File: src/hw/rtl/sks_pkg.sv
package sks_pkg;

	// configuration register widths
	localparam int CfgW = 31;
	localparam int WgtW = 4;

	// field and accumulator widths
	localparam int PosW  = 32;
	localparam int SumW  = 48;
	localparam int CntW  = 7;
	localparam int VecW  = 50;

	// shared arithmetic units
	localparam int MulW  = 33;
	localparam int ProdW = 2 * MulW;
	localparam int DivW  = 64;
	localparam int RootW = 32;

	// stream payload widths
	localparam int InDataW  = 64;
	localparam int InUserW  = 2;
	localparam int OutDataW = 136;

	// register indexes
	typedef logic [2:0] reg_idx_t;
	localparam reg_idx_t REG_RADIUS      = 3'd0;
	localparam reg_idx_t REG_MAX_SPEED   = 3'd1;
	localparam reg_idx_t REG_MAX_FORCE   = 3'd2;
	localparam reg_idx_t REG_SEP_WEIGHT  = 3'd3;
	localparam reg_idx_t REG_SEEK_WEIGHT = 3'd4;

	// item kinds
	typedef logic [InUserW-1:0] cmd_t;
	localparam cmd_t CMD_NEIGHBOR = 2'd0;
	localparam cmd_t CMD_STEP     = 2'd1;
	localparam cmd_t CMD_PLACE    = 2'd2;

	// register reset values
	localparam logic [CfgW-1:0] RADIUS_RST    = 31'd786432;
	localparam logic [CfgW-1:0] MAX_SPEED_RST = 31'd196608;
	localparam logic [CfgW-1:0] MAX_FORCE_RST = 31'd13107;
	localparam logic [WgtW-1:0] SEP_WEIGHT_RST  = 4'd2;
	localparam logic [WgtW-1:0] SEEK_WEIGHT_RST = 4'd1;

endpackage

File: src/hw/rtl/sks_mul.sv
module sks_mul (
	input  logic                      clk,
	input  logic                      arst_n,
	input  logic                      start,
	input  logic [sks_pkg::MulW-1:0]  a,
	input  logic [sks_pkg::MulW-1:0]  b,
	output logic                      busy,
	output logic [sks_pkg::ProdW-1:0] prod
);
	import sks_pkg::*;

	logic [ProdW-1:0] acc_q;
	logic [ProdW-1:0] mcand_q;
	logic [MulW-1:0]  mplier_q;
	logic             busy_q;

	// run until the multiplier bits are used up
	always_ff @(posedge clk or negedge arst_n) begin
		if (!arst_n) begin
			busy_q <= 1'b0;
		end else if (start) begin
			busy_q <= (b != '0);
		end else if (busy_q) begin
			busy_q <= (mplier_q[MulW-1:1] != '0);
		end
	end

	// add the shifted multiplicand for each set multiplier bit
	always_ff @(posedge clk) begin
		if (start) begin
			acc_q    <= '0;
			mcand_q  <= ProdW'(a);
			mplier_q <= b;
		end else if (busy_q) begin
			if (mplier_q[0]) acc_q <= acc_q + mcand_q;
			mcand_q  <= {mcand_q[ProdW-2:0], 1'b0};
			mplier_q <= {1'b0, mplier_q[MulW-1:1]};
		end
	end

	assign busy = busy_q;
	assign prod = acc_q;

endmodule

File: config.mk
export PLATFORM = sky130hd
export DESIGN_NAME = sks_mul
export DESIGN_NICKNAME = d
export VERILOG_FILES = /design/src/hw/rtl/sks_pkg.sv /design/src/hw/rtl/sks_mul.sv
export SDC_FILE = /design/constraint.sdc
export NUM_CORES = 1
export LEC_CHECK = 0
export ABC_AREA = 1
export BUFFER_PORTS_ARGS = -buffer_cell sky130_fd_sc_hd__buf_2
export CORE_MARGIN = 1
export CORE_UTILIZATION = 60
export DETAILED_ROUTE_END_ITERATION = 12
export GPL_TIMING_DRIVEN = 0
export PLACE_DENSITY = 0.85
export SLEW_MARGIN = 20
export SYNTH_ARGS = -nofsm -noshare
export SYNTH_HDL_FRONTEND = slang
export SYNTH_SLANG_ARGS = --single-unit
File: constraint.sdc
create_clock -name clk -period 3.45 [get_ports clk]
set_input_delay 0.69 -clock clk [delete_from_list [all_inputs] [get_ports clk]]
set_output_delay 0.69 -clock clk [all_outputs]
set_load 0.05 [all_outputs]
==> run_results.csv <==
group,metric,value,unit
sta,max_slew_margin,0.462,
sta,post-route-min-period,2890,ps
drt,routed-via-count,12950,
placement,place_congestion,1.02,
sta,fmax,346,MHz
critical_path,crit_type,"flop to flop",
sta,period_share,0.839,
drt,post_drt_wl_per_cell,17.2,microns
cells_and_area,drive_above_1_share,0.107,
worst_hold_path,min_path_type,"primary input to flop",
global_routing,grt_max_degree,41,
critical_path,cp_slowest_stage_delay,420,ps
cts,cts.sinks,166,
floorplanning,die_h,144,microns
logic_synthesis,ys_types,33,
critical_path,crit_start,"mcand_q[0]$_SDFFCE_PN0P_",
sta,finalSetupTns,0,ps
cts,cts_tree,"yes",
global_routing,grt_pass1_wl,61500,microns
critical_path,crit_fanout,4,
sta,setup_ws,556,ps
critical_path,cp-start-kind,"flop",
cells_and_area,fin_util,0.700,
drt,drt-vias-per-instance,5.53,
drt,drt-total-wl,40200,microns
floorplanning,die_x,144,microns
logic_synthesis,synthesis.nets,2043,
cts,cts_hold_buf,1,
cts,clk_latency,460,ps
cts,post_cts_resized,0,
sta,rsz0062_at_grt,"false",
run_status,outcome,"complete, no violations",
sta,worstMarginPinSlew,807,ps
cells_and_area,final_common_cell,"nand2_1",
logic_synthesis,synthCells,1908,
cells_and_area,layout_common_cells,"nand2_1, inv_1, nor2_1, buf_2, dfxtp_1",
critical_path,cpMaxStageDelayCell,"fa_1",
floorplanning,num_rows,51,
logic_synthesis,synthFlopType,"dfxtp_1",
global_routing,grt_overflow,0,
critical_path,crit_path_frequent_cell,"nand2_1",
pwr,max-vdd-ir-drop,0.000335,V
cells_and_area,nNetsFinal,2198,
logic_synthesis,async_flop_share,0.00602,
critical_path,ff2ff_setup_slack,560,ps
sta,setup_viol,0,
placement,dpl_worst_slack,589,ps
floorplanning,core,19500,sq um
logic_synthesis,avgSynthCellArea,6.30,sq um
global_routing,track_usage,0.398,
sta,hold_viol,0,
critical_path,cp_cell_sequence,"ha_1 > inv_1 > fa_1 > nand3b_1 > nand2_1 > nand2_1 > nand2_2 > nand2_1 > nand2_1 > nand2_1 > nand2_1 > nand2_1 > nand3_1 > nand3_1 > nand2_1 > inv_1",
critical_path,end_kind,"flop",
logic_synthesis,synthesis.area,12000,sq um
cts,cts_root_buffer,"clkbuf_16",
cts,cts_buffers,17,
logic_synthesis,seq_area_frac_synth,0.332,
floorplanning,io_pins,136,
logic_synthesis,synth_warnings,0,
run,cap_viol_max_count,0,
placement,dp_hpwl,32300,microns
drt,antenna_left,0,
cts,cts_htree_levels,4,
global_routing,grt_pass1_vias,11708,
logic_synthesis,synth_edf_count,66,
sta,finalClockSkew,22.2,ps
critical_path,reg2reg_from,"mcand_q[0]$_SDFFCE_PN0P_",
global_routing,antenna_found_initial,0,
pwr,powerDensity,459,nW/um^2
sta,slew_viol_final,0,
cells_and_area,final_area,13700,sq um
cells_and_area,final_cells,2341,
logic_synthesis,ys_seq_elements,166,
placement,post-place-cells,2308,
cells_and_area,area_delta_synth_final,13.8,%
placement,dpl_cell_area,13000,sq um
cells_and_area,diodes,0,
cts,cts.clk_slew.worst_paths,90,ps
drt,drc,0,
placement,io_buffers,134,
cells_and_area,fillers,1722,
drt,dr.pass1.iters,6,
pwr,leakage,7.30,nW
critical_path,crit_required,3800,ps
cts,cts_buffer_depth,2,
cts,postCtsSetupBuffers,0,
critical_path,worstPathArrival,3250,ps
drt,drtIter0Drc,1401,
floorplanning,die_area,20600,sq um
worst_hold_path,worstHoldStart,"a[0]",
floorplanning,initial_core_util,0.616,
## sequential cells by signal, summed over array words and instances (netlist names)
register,count
mcand_q,66
busy,1
prod,66
mplier_q,33
## kinds of logic (layout without fill, tap and decap cells)
| family | Yosys count | in the layout | share of synthesized area |
|---|---|---|---|
| and+or+nand+nor | 993 | 993 | 0.340 |
| buffers and inverters | 409 | 577 | 0.128 |
| AOI/OAI and AO/OA | 241 | 241 | 0.107 |
| DFF | 166 | 166 | 0.332 |
| adders and majority gates | 66 | 66 | 0.0693 |
| xor gates and xnor gates | 33 | 33 | 0.0240 |
## routing by layer
layer	vias to the layer above	GRT usage	part of all wire
li1	6259	-	-
met2	709	0.618	0.43
met3	83	0.0830	0.10
met1	5899	0.552	0.44
met5	-	0	0
met4	0	0.122	0.025
## metrics by stage
stage / power [mW] / hold slack (ps)
final: 6.28 / 488
after global routing: 6.52 / 512
after CTS: 6.24 / 484
after detailed placement: 4.24 / 467
after global placement: 4.18 / 466
after floorplan: 3.70 / 394
## critical path: cells and delay by family, from the launching register on
kind	cells	cell delay [ps]
simple gates	12	1660
fa+ha+maj	2	650
flops	1	370
buf+inv	2	110
## synthesized netlist by cell type, types with 2 or more instances
master / count / share of area
nand2_2: 21 / 0.011
a21oi_1: 88 / 0.037
nand2_1: 586 / 0.18
xnor2_1: 2 / 0.0015
nor3_1: 7 / 0.0029
nand3_2: 4 / 0.0033
o21bai_1: 10 / 0.0062
nor2_2: 16 / 0.0083
buf_2: 2 / 0.00083
nand3_1: 74 / 0.031
dfxtp_1: 99 / 0.16
nor2_1: 247 / 0.077
nor4_1: 11 / 0.0057
o22ai_1: 31 / 0.016
nor4_2: 3 / 0.0031
inv_1: 364 / 0.11
o211ai_1: 2 / 0.0012
inv_2: 4 / 0.0012
nand4_1: 19 / 0.0099
nand3b_1: 2 / 0.0012
nor2_4: 2 / 0.0019
a21oi_2: 2 / 0.0015
o21ai_0: 96 / 0.040
ha_1: 65 / 0.068
edfxtp_1: 66 / 0.16
o21ai_1: 10 / 0.0042
clkbuf_1: 38 / 0.012
xor2_1: 31 / 0.023
a21o_1: 2 / 0.0012
## layout make-up
type                    instances  area [sq um]  share of cell area
clock buffers                  17           425              0.0311
inverters                     368          1380               0.101
well taps                     265           332              0.0242
multi-input cells            1333          6490               0.475
plain buffers                  41           160              0.0117
repair buffers                136           701              0.0512
clock inverters                15           196              0.0144
flip-flops and latches        166          3990               0.292
## where the power goes
part / internal (mW) / switching [mW]
sequential: 2.24 / 0.132
clock: 0.991 / 1.03
combinational: 0.527 / 1.36
total: 3.76 / 2.52
## worst paths after layout
kind,end,cells after the start
hold reg to reg,mcand_q[44]$_SDFFE_PP0P_,2
max in group asynchronous,busy$_DFF_PN0_,2
hold / removal,mcand_q[0]$_SDFFCE_PN0P_,3
min in group asynchronous,busy$_DFF_PN0_,2
setup reg to reg,prod[42]$_SDFFE_PP0P_,16
setup / recovery,prod[42]$_SDFFE_PP0P_,16
Note: power is estimated with default switching activity, not from simulation.
