--- src/hw/rtl/sks_pkg.sv ---
package sks_pkg;

	// configuration register widths
	localparam int CfgW = 31;
	localparam int WgtW = 4;

	// field and accumulator widths
	localparam int PosW  = 32;
	localparam int SumW  = 48;
	localparam int CntW  = 7;
	localparam int VecW  = 50;

	// shared arithmetic units
	localparam int MulW  = 33;
	localparam int ProdW = 2 * MulW;
	localparam int DivW  = 64;
	localparam int RootW = 32;

	// stream payload widths
	localparam int InDataW  = 64;
	localparam int InUserW  = 2;
	localparam int OutDataW = 136;

	// register indexes
	typedef logic [2:0] reg_idx_t;
	localparam reg_idx_t REG_RADIUS      = 3'd0;
	localparam reg_idx_t REG_MAX_SPEED   = 3'd1;
	localparam reg_idx_t REG_MAX_FORCE   = 3'd2;
	localparam reg_idx_t REG_SEP_WEIGHT  = 3'd3;
	localparam reg_idx_t REG_SEEK_WEIGHT = 3'd4;

	// item kinds
	typedef logic [InUserW-1:0] cmd_t;
	localparam cmd_t CMD_NEIGHBOR = 2'd0;
	localparam cmd_t CMD_STEP     = 2'd1;
	localparam cmd_t CMD_PLACE    = 2'd2;

	// register reset values
	localparam logic [CfgW-1:0] RADIUS_RST    = 31'd786432;
	localparam logic [CfgW-1:0] MAX_SPEED_RST = 31'd196608;
	localparam logic [CfgW-1:0] MAX_FORCE_RST = 31'd13107;
	localparam logic [WgtW-1:0] SEP_WEIGHT_RST  = 4'd2;
	localparam logic [WgtW-1:0] SEEK_WEIGHT_RST = 4'd1;

endpackage

--- src/hw/rtl/sks_sqrt.sv ---
module sks_sqrt (
	input  logic                        clk,
	input  logic                        arst_n,
	input  logic                        start,
	input  logic [2*sks_pkg::RootW-1:0] rad,
	output logic                        busy,
	output logic [sks_pkg::RootW-1:0]   root
);
	import sks_pkg::*;

	localparam int CntBits = $clog2(RootW + 1);

	logic [2*RootW-1:0] n_q;
	logic [RootW+1:0]   rem_q;
	logic [RootW-1:0]   root_q;
	logic [CntBits-1:0] cnt_q;
	logic               busy_q;
	logic [RootW+3:0]   acc;
	logic [RootW+3:0]   trial;
	logic               fits;

	// one root bit per cycle from the next pair of radicand bits
	assign acc   = {rem_q, n_q[2*RootW-1 -: 2]};
	assign trial = {2'b00, root_q, 2'b01};
	assign fits  = (acc >= trial);

	always_ff @(posedge clk or negedge arst_n) begin
		if (!arst_n) begin
			busy_q <= 1'b0;
			cnt_q  <= '0;
		end else if (start) begin
			busy_q <= 1'b1;
			cnt_q  <= CntBits'(RootW);
		end else if (busy_q) begin
			busy_q <= (cnt_q != CntBits'(1));
			cnt_q  <= cnt_q - CntBits'(1);
		end
	end

	always_ff @(posedge clk) begin
		if (start) begin
			n_q    <= rad;
			rem_q  <= '0;
			root_q <= '0;
		end else if (busy_q) begin
			n_q <= {n_q[2*RootW-3:0], 2'b00};
			if (fits) rem_q <= (RootW+2)'(acc - trial);
			else rem_q <= (RootW+2)'(acc);
			root_q <= {root_q[RootW-2:0], fits};
		end
	end

	assign busy = busy_q;
	assign root = root_q;

endmodule

--- config.mk ---
export PLATFORM = sky130hd
export DESIGN_NAME = sks_sqrt
export DESIGN_NICKNAME = d
export VERILOG_FILES = /design/src/hw/rtl/sks_pkg.sv /design/src/hw/rtl/sks_sqrt.sv
export SDC_FILE = /design/constraint.sdc
export NUM_CORES = 1
export LEC_CHECK = 0
export BUFFER_PORTS_ARGS = -buffer_cell sky130_fd_sc_hd__clkbuf_2
export CELL_PAD_IN_SITES_DETAIL_PLACEMENT = 1
export CELL_PAD_IN_SITES_GLOBAL_PLACEMENT = 2
export CORE_ASPECT_RATIO = 1.1
export CORE_MARGIN = 1
export CORE_UTILIZATION = 37
export CTS_CLUSTER_SIZE = 12
export DETAILED_ROUTE_END_ITERATION = 10
export HOLD_SLACK_MARGIN = 0.1
export PLACE_DENSITY = 0.78
export SYNTH_ARGS = -nofsm -noshare
export SYNTH_HDL_FRONTEND = slang
export SYNTH_SLANG_ARGS = --single-unit
--- constraint.sdc ---
create_clock -name clk -period 3.5 [get_ports clk]
set_clock_uncertainty 0.1 [all_clocks]
set_input_delay 0.7 -clock clk [delete_from_list [all_inputs] [get_ports clk]]
set_output_delay 0.7 -clock clk [all_outputs]
set_load 0.1 [all_outputs]
==> flow_metrics.py <==
metrics = {
    "status": {
        "outcome": "complete, no violations",
    },
    "floorplan": {
        "start_util_pct": 38.3,
        "core-area_um2": 19400,
        "die_width_um": 137,
        "io_pins": 100,
        "die_h_um": 150,
        "num_rows": 53,
        "dieArea_um2": 20600,
    },
    "critical_path": {
        "max_stage_delay_ps": 410,
        "cp-end-kind": "flop",
        "cp_cell_sequence": "inv_1 > ha_1 > a21oi_1 > o22ai_1 > o221a_1 > a2111o_1 > a32o_1 > a31oi_4 > buf_12 > nand2b_1 > o221ai_1 > nor3_1",
        "worstPathArrival_ps": 3510,
        "crit_type": "reg -> reg",
        "r2r-start": "root[21]$_SDFFE_PP0P_",
        "crit_slowest_cell": "a2111o_1",
        "crit_fanout": 39,
        "reg2reg_slack_ps": 230,
        "crit_required_ps": 3740,
        "critPathLaunchType": "flop",
        "critPathBufInv": 2,
        "crit_start": "root[21]$_SDFFE_PP0P_",
        "critPathTopFamily": "compound AO/OA/AOI/OAI gates",
    },
    "worst_hold_path": {
        "min-delay-start": "rem_q[32]$_SDFFE_PP0P_",
        "hp-class": "reg -> reg",
    },
    "sta": {
        "drv_slew": 0,
        "setup_tns_ps": 0,
        "hold_viol": 0,
        "grt_setup_unrepaired": "false",
        "maxClockFrequency_ghz": 0.305,
        "worst_pin_slew_ps": 790,
        "setup_viol": 0,
        "holdWs_ps": 390,
        "finalCriticalPeriod_ps": 3270,
        "max-slew-margin-rel_pct": 47.3,
        "period_share_pct": 93.6,
    },
    "cts": {
        "clkTransAtPathRegs_ps": 70,
        "root_buffer": "clkbuf_16",
        "h-tree-depth": 4,
        "cts_tree": "built",
        "clkSinkCount": 137,
        "clk_latency_ps": 420,
        "numCtsBuffers": 17,
        "post_cts_buffers": 0,
        "clock_path_buffers": 2,
    },
    "power": {
        "clkPwrFrac_pct": 23.9,
        "p_sw_w": 0.00306,
        "powerDensity_nw_per_um2": 878,
        "power_frac_comb_pct": 47.4,
        "p_int_w": 0.00465,
        "switching_share_pct": 39.6,
        "cellLeakagePower_nw": 3.82,
        "ir_drop_uv": 405,
        "seqPwrFrac_pct": 28.6,
    },
    "global_route": {
        "grt_first_pass_wirelength_um": 29400,
        "grt_pass1_vias": 5962,
        "grt_antenna_before_repair": 0,
        "gr-total-overflow": 0,
        "grtUsageTotal_pct": 18.2,
        "grt_max_degree": 64,
    },
    "route": {
        "totalWireLength_um": 17800,
        "wl_per_cell_um": 16.5,
        "drtAntennaViolNets": 0,
        "dr.pass1.iters": 4,
        "vias_per_cell": 5.26,
        "dr.first_iter.drc_count": 164,
        "vias": 5676,
        "drcViolationCount": 0,
    },
    "logic_synthesis": {
        "synthTopCellsByArea": "edfxtp_1 (26%), dfxtp_1 (18%), mux2_2 (9.6%)",
        "yosys.area.top_type_share_pct": 25.9,
        "synthDistinctLibCells": 57,
        "yosysMostFrequentCell": "nor2_1",
        "synthTopCellsByCount": "nor2_1 (102), dfxtp_1 (66), edfxtp_1 (64)",
        "async_flop_share_pct": 5.11,
        "avgSynthCellArea_um2": 10.2,
        "synth-seq-area-share_pct": 46.1,
        "synth_flop_cell": "dfxtp_1",
        "netlist_instances": 730,
        "synth_top_area_cell": "edfxtp_1",
        "synthesis.area_um2": 7420,
        "syn-num-nets": 833,
        "yosysWarnings": 0,
        "ys_ff_latch": 137,
        "synth-edff-count": 64,
    },
    "final_layout": {
        "utilization_pct": 45.3,
        "diodes": 0,
        "finalNonFillerCells": 1079,
        "fillerInstances": 2198,
        "syn_to_final_growth_pct": 18.4,
        "final_nets": 922,
        "drive_gt1_share_pct": 25.6,
    },
    "placement": {
        "place_congestion": 0.815,
        "portBuffers": 99,
        "post-dp-hpwl_um": 12500,
        "placed_cells": 1046,
    },
    "job": {
        "cap_viol_max_count": 0,
    },
}
## cell type report
class                      instances  area [µm²]  area share (%)
clock buffer                      18         429            4.89
sequential                       137        3430            39.0
clock inverter                    14         163            1.85
timing repair buffer             109         613            6.98
inverter                          42         158            1.80
multi-input combinational        512        3680            41.9
tap                              247         309            3.52
## power groups by stage
stage,combinational [W],sequential [W],clock (W)
2_1_floorplan,0.00281,0.00226,0
6_report,0.00366,0.00221,0.00184
3_3_place_gp,0.00353,0.00223,0
5_1_grt,0.00406,0.00225,0.00196
4_1_cts,0.00366,0.00221,0.00189
3_5_place_dp,0.00361,0.00224,0
## cell usage in the layout (no fill, tap or decap), drive strengths merged, types with 3 or more instances in the layout
master and n:
o21bai 4, a21o 7, nand4 10, o21ai 26, a31oi 6, dfxtp 66
buf 10, nand2b 10, nor2b 6, xor2 16, edfxtp 64, o22ai 3
nand2 30, nand3 3, a21oi 49, mux2i 39, nor3 17, ha 36
clkinvlp 3, a211oi 24, a32oi 3, and3 3, nor2 102, xnor2 16
and2 4, mux2 63, o21a 7, dfrtp 7, clkbuf 116, inv 49
## tightest hold or removal path, delay by kind of cell, from the launching register on
kind	cells	cell delay (ps)
AO/OA/AOI/OAI	1	50
flip-flops	1	310
AND/OR/NAND/NOR	1	80
## flip-flops by register name (all words and copies together), names as in the netlist
| register | cells |
|---|---|
| busy | 1 |
| cnt_q | 6 |
| n_q | 64 |
| rem_q | 34 |
| root | 32 |
## final timing paths
| path | cells after the start | to |
|---|---|---|
| worst max-delay path | 12 | rem_q[26]$_SDFFE_PP0P_ |
| max in group asynchronous | 2 | busy$_DFF_PN0_ |
| min in group asynchronous | 2 | cnt_q[1]$_DFFE_PN0P_ |
| worst min-delay path | 2 | rem_q[32]$_SDFFE_PP0P_ |
| worst min register to register | 2 | rem_q[32]$_SDFFE_PP0P_ |
| worst max register to register | 12 | rem_q[26]$_SDFFE_PP0P_ |
## routing by layer
metal,GRT usage [%],share of wire (%)
met5,0,0
met3,4.85,5.0
met2,30.9,48
met1,22.1,45
met4,6.43,1.6
## repair_timing
| item | CTS | global route |
|---|---|---|
| endpoints found under the setup margin | 0 | 3 |
| hold endpoints to repair | 7 | 0 |
| hold buffers | 1 | 0 |
| resized for setup | 0 | 2 |
## per-stage QoR
stage / area [µm²] / setup WS (ps) / power, W
2_1_floorplan: 7420 / 0.354 / 0.00507
3_3_place_gp: 8170 / 331 / 0.00576
3_5_place_dp: 8170 / 208 / 0.00585
4_1_cts: 8770 / 163 / 0.00776
5_1_grt: 8780 / 30.9 / 0.00827
6_report: 8780 / 225 / 0.00771
## cell families after synthesis
| kind of cell | synth area share [%] |
|---|---|
| buffers and inverters | 4.45 |
| xor gates and xnor gates | 3.78 |
| and+or+nand+nor | 11.6 |
| muxes | 14.8 |
| adders and majority gates | 6.07 |
| DFF | 46.1 |
| AOI/OAI and AO/OA | 13.2 |
Note: power is estimated with default switching activity, not from simulation.
