## config.mk

```make
export PLATFORM = sky130hd
export DESIGN_NAME = sks_div
export DESIGN_NICKNAME = d
export VERILOG_FILES = /design/src/hw/rtl/sks_pkg.sv /design/src/hw/rtl/sks_div.sv
export SDC_FILE = /design/constraint.sdc
export NUM_CORES = 1
export LEC_CHECK = 0
export BUFFER_PORTS_ARGS = -buffer_cell sky130_fd_sc_hd__buf_2
export CAP_MARGIN = 20
export CELL_PAD_IN_SITES_DETAIL_PLACEMENT = 1
export CELL_PAD_IN_SITES_GLOBAL_PLACEMENT = 2
export CORE_UTILIZATION = 39
export CTS_CLUSTER_SIZE = 24
export DETAILED_ROUTE_END_ITERATION = 12
export GPL_ROUTABILITY_DRIVEN = 0
export PLACE_DENSITY_LB_ADDON = 0.1
export SYNTH_ARGS = -nofsm -noshare
export SYNTH_HDL_FRONTEND = slang
export SYNTH_SLANG_ARGS = --single-unit
```

## constraint.sdc

```tcl
create_clock -name clk -period 5.95 [get_ports clk]
set_input_delay 0.2975 -clock clk [delete_from_list [all_inputs] [get_ports clk]]
set_output_delay 0.2975 -clock clk [all_outputs]
set_load 0.01 [all_outputs]
```

## src/hw/rtl/sks_pkg.sv

```systemverilog
package sks_pkg;

	// configuration register widths
	localparam int CfgW = 31;
	localparam int WgtW = 4;

	// field and accumulator widths
	localparam int PosW  = 32;
	localparam int SumW  = 48;
	localparam int CntW  = 7;
	localparam int VecW  = 50;

	// shared arithmetic units
	localparam int MulW  = 33;
	localparam int ProdW = 2 * MulW;
	localparam int DivW  = 64;
	localparam int RootW = 32;

	// stream payload widths
	localparam int InDataW  = 64;
	localparam int InUserW  = 2;
	localparam int OutDataW = 136;

	// register indexes
	typedef logic [2:0] reg_idx_t;
	localparam reg_idx_t REG_RADIUS      = 3'd0;
	localparam reg_idx_t REG_MAX_SPEED   = 3'd1;
	localparam reg_idx_t REG_MAX_FORCE   = 3'd2;
	localparam reg_idx_t REG_SEP_WEIGHT  = 3'd3;
	localparam reg_idx_t REG_SEEK_WEIGHT = 3'd4;

	// item kinds
	typedef logic [InUserW-1:0] cmd_t;
	localparam cmd_t CMD_NEIGHBOR = 2'd0;
	localparam cmd_t CMD_STEP     = 2'd1;
	localparam cmd_t CMD_PLACE    = 2'd2;

	// register reset values
	localparam logic [CfgW-1:0] RADIUS_RST    = 31'd786432;
	localparam logic [CfgW-1:0] MAX_SPEED_RST = 31'd196608;
	localparam logic [CfgW-1:0] MAX_FORCE_RST = 31'd13107;
	localparam logic [WgtW-1:0] SEP_WEIGHT_RST  = 4'd2;
	localparam logic [WgtW-1:0] SEEK_WEIGHT_RST = 4'd1;

endpackage

```

## src/hw/rtl/sks_div.sv

```systemverilog
module sks_div (
	input  logic                     clk,
	input  logic                     arst_n,
	input  logic                     start,
	input  logic [sks_pkg::DivW-1:0] num,
	input  logic [sks_pkg::DivW-1:0] den,
	output logic                     busy,
	output logic [sks_pkg::DivW-1:0] quo
);
	import sks_pkg::*;

	localparam int CntBits = $clog2(DivW + 1);

	logic [DivW-1:0]    rem_q;
	logic [DivW-1:0]    quo_q;
	logic [DivW-1:0]    den_q;
	logic [CntBits-1:0] cnt_q;
	logic               busy_q;
	logic [DivW:0]      trial;
	logic               fits;

	// one restoring step: bring down the next dividend bit
	assign trial = {rem_q, quo_q[DivW-1]};
	assign fits  = (trial >= {1'b0, den_q});

	always_ff @(posedge clk or negedge arst_n) begin
		if (!arst_n) begin
			busy_q <= 1'b0;
			cnt_q  <= '0;
		end else if (start) begin
			busy_q <= 1'b1;
			cnt_q  <= CntBits'(DivW);
		end else if (busy_q) begin
			busy_q <= (cnt_q != CntBits'(1));
			cnt_q  <= cnt_q - CntBits'(1);
		end
	end

	// shift quotient bits in where dividend bits leave
	always_ff @(posedge clk) begin
		if (start) begin
			rem_q <= '0;
			quo_q <= num;
			den_q <= den;
		end else if (busy_q) begin
			if (fits) rem_q <= DivW'(trial - {1'b0, den_q});
			else rem_q <= trial[DivW-1:0];
			quo_q <= {quo_q[DivW-2:0], fits};
		end
	end

	assign busy = busy_q;
	assign quo  = quo_q;

endmodule

```

==> run_results.csv, run 1 <==
group,metric,value,unit
synth,async_reset_ff_share,4.00,%
timing,fin_crit,4.07,ns
synth,ys_top_cells_by_area,"edfxtp_1 33%, dfxtp_1 11%, ha_1 7.0%",
route,ant_nets,0,
setup_path,crit_family,"compound AO/OA/AOI/OAI gates",
floorplan,die_area,0.0308,mm2
cells_and_area,drive_above_1_share,21.9,%
grt,overflow,0,
floorplan,core,0.0296,mm2
setup_path,critPathArrivalTime,4.44,ns
route,drt_pass1_iterations,5,
timing,finalSetupTns,0,ns
synth,avgSynthCellArea,9.73,um2
floorplan,die_y,176,um
placed_design,portBuffers,195,
pwr,seqPwrFrac,33.7,%
outcome,status,"finished clean",
timing,clock.fmax,0.246,GHz
route,met2_length,16.6,mm
synth,synth_seq_area_share,45.3,%
route,wl_met1,16.1,mm
run,cap_violations,0,
clock_network,post-cts-setup-buffers,0,
clock_network,htreeDepth,4,
synth,synthesis.instances,1207,
grt,grt_pass1_vias,10200,
floorplan,die_w,176,um
clock_network,root_buffer,"clkbuf_16",
setup_path,critical_path_class,"register to register",
clock_network,cts.path.max_buffers,2,
pwr,intPower,3450,uW
grt,grtUsageTotal,22.8,%
setup_path,path_buf_inv,1,
grt,grt_pass1_wl,55.3,mm
cells_and_area,syn_to_final_growth,19.6,%
timing,post-route-period-util,68.4,%
pwr,power_density,423,mW/mm2
synth,synth_seq_cells,200,
synth,synthFlopType,"edfxtp_1",
timing,maxSlewViolCount,0,
timing,slew_headroom,32.2,%
clock_network,cts_tree,"yes",
route,finalWirelength,34.6,mm
synth,synth_edf_count,128,
setup_path,crit_path_cell_trace,"inv_1, ha_1, nand2_1, or4_1, a211o_1, a311oi_2, o211ai_1, nand3_2, a41o_1, nand2_1, o221ai_1",
floorplan,initial_core_util,39.6,%
clock_network,clk_pin_slew,0.08,ns
clock_network,clock-sinks,200,
timing,fin_worst_skew,0.0130,ns
synth,netlist_area,0.0117,mm2
placed_design,placedCellCount,1740,
synth,synth_most_common_cell,"edfxtp_1",
clock_network,cts_resized,0,
setup_path,cpMostUsedCell,"nand2_1",
route,wl_per_cell,19.0,um
placed_design,hpwl,25.6,mm
pwr,combPwrFrac,46.7,%
route,dr_wl_met3,1.54,mm
setup_path,max_stage_delay,0.72,ns
synth,synth_nets,1405,
route,drt_iter0_drc,390,
timing,hold_violations,0,
hold_path,min_path_type,"primary input to register",
setup_path,crit_path_start_kind,"register",
grt,grt_max_degree,82,
route,vias,9763,
floorplan,num_io_pins,196,
setup_path,cp_slowest_cell,"a41o_1",
pwr,swShare,41.9,%
pwr,ir_worst_vdd,0.239,mV
setup_path,worstPathRequired,6.32,ns
setup_path,cp_max_fo,19,
synth,synth_top_cells_by_count,"128 x edfxtp_1, 109 x a21oi_1, 108 x nand2_1",
timing,worst_slew_pin_slew,1.02,ns
setup_path,end_kind,"register",
floorplan,rows,63,
pwr,clkPwrFrac,19.6,%
synth,yosysTopAreaCell,"edfxtp_1",
cells_and_area,final_nets,1613,
route,drc,0,
synth,yosysTopAreaCellShare,32.7,%
route,routed.top_layer,"met4",
grt,antenna_found_initial,1,
timing,setup_viol,0,
timing,grt_setup_unrepaired,"false",
pwr,leakage,0.00589,uW
synth,yosysWarningCount,0,
synth,ys_types,71,
clock_network,clk_latency,0.46,ns
pwr,p_sw,2490,uW
cells_and_area,fin_cells,1819,
route,drt-vias-per-instance,5.37,
clock_network,cts_buffers,17,
## cell usage in the layout, fill, tap and decap left out, types with 17 or more instances in the layout
cell,netlist,layout
a21o_1,17,17
inv_1,86,85
mux2_2,64,64
o21ai_1,21,21
buf_2,12,194
a211oi_1,36,36
nor3_1,21,21
xor2_1,21,21
a21oi_1,109,109
edfxtp_1,128,128
nand2_1,108,108
ha_1,66,66
clkbuf_16,0,17
dlygate4sd3_1,0,45
o21ai_0,53,53
nand4_1,20,20
nor2_1,102,101
dfxtp_1,64,64
xnor2_1,45,45
## path summary, 6_finish.rpt
path | slack (ns) | to | cells past startpoint | start
max | 1.88 | rem_q[54] | 11 | den_q[15]
max reg2reg | 1.88 | rem_q[54] | 11 | den_q[15]
max in group asynchronous | 5.55 | busy | 2 | arst_n
min | 0.02 | den_q[34] | 1 | den[34]
min in group asynchronous | 0.23 | busy | 2 | arst_n
min reg2reg | 0.47 | rem_q[1] | 2 | rem_q[1]
## area by class of cell
cell class                 count  area [um2]
sequential                   200        5330
timing repair buffer         249        1500
clock buffer                  19         443
antenna                        1        2.50
fill                        3422       15600
tap                          390         488
clock inverter                13         129
multi-input combinational    861        5830
inverter                      86         323
## metrics by stage
step / hold slack (ns) / power [uW] / util [%] / worst slack (ns) / area [um2]
detailed placement: 0.155 / 4770 / 43.9 / 1.86 / 13000
global route: 0.00118 / 6380 / 47.4 / 1.54 / 14000
finish: 0.0229 / 5940 / 47.4 / 1.88 / 14000
floorplan: 0.00191 / 4040 / - / 2.83 / 11700
global placement: 0.152 / 4750 / 43.9 / 1.98 / 13000
CTS: 0.0000498 / 6000 / 47.4 / 1.84 / 14000
## flip-flops by register name (all words and copies together), names as in the netlist
signal / flops
cnt_q: 7
rem_q: 64
busy: 1
quo: 64
den_q: 64
## kinds of logic (layout without fill, tap and decap cells)
| kind of cell | after synthesis | in the layout | synth area share, % |
|---|---|---|---|
| compound gates | 346 | 346 | 19.0 |
| xor+xnor | 66 | 66 | 4.92 |
| fa+ha+maj | 67 | 67 | 7.20 |
| buf+inv | 146 | 367 | 5.17 |
| flops | 200 | 200 | 45.3 |
| mux | 66 | 66 | 6.31 |
| other cells | 0 | 1 | 0 |
| simple gates | 316 | 316 | 12.1 |
## per-layer routing
metal  up-vias  global-route usage, %
met3        25                   5.45
met2       171                   38.8
met1      4763                   29.4
li1       4804                      -
met4         0                   4.57
met5         -                      0
## power groups by stage
| stage | registers, uW | logic, uW | clock network [uW] |
|---|---|---|---|
| 5_1_grt | 2040 | 3100 | 1240 |
| 4_1_cts | 2000 | 2790 | 1210 |
| 3_3_place_gp | 2020 | 2730 | 0 |
| 2_1_floorplan | 2000 | 2030 | 0 |
| 3_5_place_dp | 2020 | 2750 | 0 |
| 6_report | 2000 | 2770 | 1170 |
## what timing repair did
item / 4_1_cts / 5_1_grt
endpoints found under the setup margin: 0 / 0
hold endpoints to repair: 52 / 0
hold buffers: 45 / 0
Power figures use the tool's default switching activity.
==> inputs of run 2 (changes only) <==
Settings changed: CORE_UTILIZATION 39 to 36.
Clock period 5.95 ns to 3.95 ns, I/O delays scaled along.
==> run_results.csv, run 2 (synthesized netlist as in run 1, its figures left out) <==
group,metric,value,unit
outcome,status,"finished clean",
clock_network,clk_pin_slew,0.08,ns
route,drt_pass1_iterations,4,
clock_network,clock-sinks,200,
cells_and_area,finish.instance_area,0.0144,mm2
setup_path,cp-startpoint,"quo[63]",
pwr,leakage,0.00603,uW
cells_and_area,layout_common_cells,"194 x buf_2, 128 x edfxtp_1, 109 x a21oi_1",
cells_and_area,final_nets,1643,
cells_and_area,final_common_cell,"buf_2",
timing,maxSlewViolCount,0,
route,drt-vias-per-instance,5.19,
route,finalWirelength,35.1,mm
timing,setup_viol,0,
route,ant_nets,0,
route,vias,9832,
grt,overflow,0,
cells_and_area,multiInputGateArea,0.00583,mm2
clock_network,root_buffer,"clkbuf_16",
setup_path,worstPathRequired,4.28,ns
floorplan,initial_core_util,36.9,%
cells_and_area,drive_above_1_share,22.1,%
floorplan,die_w,183,um
cells_and_area,regArea,0.00533,mm2
setup_path,ff2ff_setup_slack,0.26,ns
placed_design,portBuffers,195,
floorplan,num_io_pins,196,
cells_and_area,num-fill-cells,3660,
placed_design,hpwl,26.0,mm
cells_and_area,syn_to_final_growth,22.8,%
placed_design,dpl_cell_area,0.0132,mm2
timing,post-route-period-util,93.3,%
floorplan,core,0.0318,mm2
grt,grt_pass1_vias,10400,
run,cap_violations,0,
route,wl_per_cell,18.5,um
setup_path,critical_path_class,"register to register",
route,drc,0,
timing,finalSetupTns,0,ns
clock_network,cts_buffers,17,
clock_network,htreeDepth,4,
clock_network,post-cts-setup-buffers,0,
timing,clock.fmax,0.271,GHz
pwr,ir_worst_vdd,0.307,mV
clock_network,cts_tree,"yes",
floorplan,rows,65,
timing,worst_slew_pin_slew,0.892,ns
clock_network,cts_resized,0,
setup_path,crit_path_start_kind,"register",
clock_network,cts.path.max_buffers,2,
timing,slew_headroom,39.9,%
grt,grt_pass1_wl,56.1,mm
pwr,power_density,632,mW/mm2
grt,grt_max_degree,65,
setup_path,critPathArrivalTime,4.01,ns
hold_path,hp-start,"num[7]",
hold_path,min_path_type,"primary input to register",
grt,grtUsageTotal,21.5,%
cells_and_area,diodes,0,
setup_path,end_kind,"register",
timing,fin_worst_skew,0.0143,ns
floorplan,die_y,183,um
timing,grt_setup_unrepaired,"true",
timing,fin_crit,3.69,ns
grt,antenna_found_initial,0,
setup_path,rr_startpoint,"quo[63]",
setup_path,cp_max_fo,4,
floorplan,die_area,0.0334,mm2
route,drt_iter0_drc,402,
timing,hold_violations,0,
clock_network,clk_latency,0.46,ns
[run 2: cell types whose count changed in the layout (fill, tap and decap cells not counted), sizes merged]
cell         before  now
diode             1    0
clkbuf           19   18
inv              94   93
bufinv            0    1
buf             204  213
dlygate4sd3      45   66
clkinvlp          1    2
[run 2: repair_timing]
item	CTS	global route
endpoints found under the setup margin	0	1
hold buffers	66	0
endpoints found under the hold margin	73	0
[run 2: through the flow]
stage          setup WS (ns)  hold slack [ns]  instances  util [%]  power (uW)
2_1_floorplan          0.833          -0.0981       1207         -        6080
3_5_place_dp           0.289           0.0561       1795      41.4        7280
4_1_cts                0.254         0.000235       1893      45.4        9220
5_1_grt             -0.00103          0.00851       1893      45.4        9800
6_report               0.263           0.0310       1893      45.4        9120
3_3_place_gp           0.304           0.0545       1795      41.4        7230
[run 2: final timing paths]
kind / end / depth (start not counted)
min in group asynchronous: cnt_q[0] / 2
setup reg to reg: rem_q[54] / 14
setup / recovery: rem_q[54] / 14
hold reg to reg: rem_q[25] / 2
max in group asynchronous: busy / 2
hold / removal: quo[7] / 2
[run 2: layout make-up]
cell class,count,area share [%]
Clock buffer,18,2.98
Clock inverter,14,1.21
Inverter,86,2.24
Multi-Input combinational cell,861,40.5
Sequential cell,200,36.9
Tap cell,435,3.77
Timing Repair Buffer,279,12.4
[run 2: power breakdown]
group          switching (uW)  internal (uW)  leakage (uW)
combinational            2560           1710       0.00382
clock                     920            912      0.000291
sequential                323           2690       0.00192
[run 2: layer usage]
metal | vias to the layer above | part of all wire, % | global-route usage, %
li1 | 4867 | - | -
met1 | 4751 | 49 | 28.9
met2 | 195 | 45 | 34.9
met3 | 19 | 4.8 | 5.37
met4 | 0 | 0.82 | 4.61
met5 | - | 0 | 0
[run 2: worst max-delay path, cell delays in order, from the launching register on]
cell and delay, ns:
edfxtp_1 0.39, inv_1 0.05, ha_1 0.21, fa_1 0.39, nand2b_1 0.19, a21oi_1 0.21
o2111ai_1 0.25, o21a_1 0.28, o41ai_2 0.28, buf_4 0.19, a311o_1 0.34, a21oi_1 0.22
o21ai_0 0.25, xnor2_1 0.16, o221ai_1 0.13
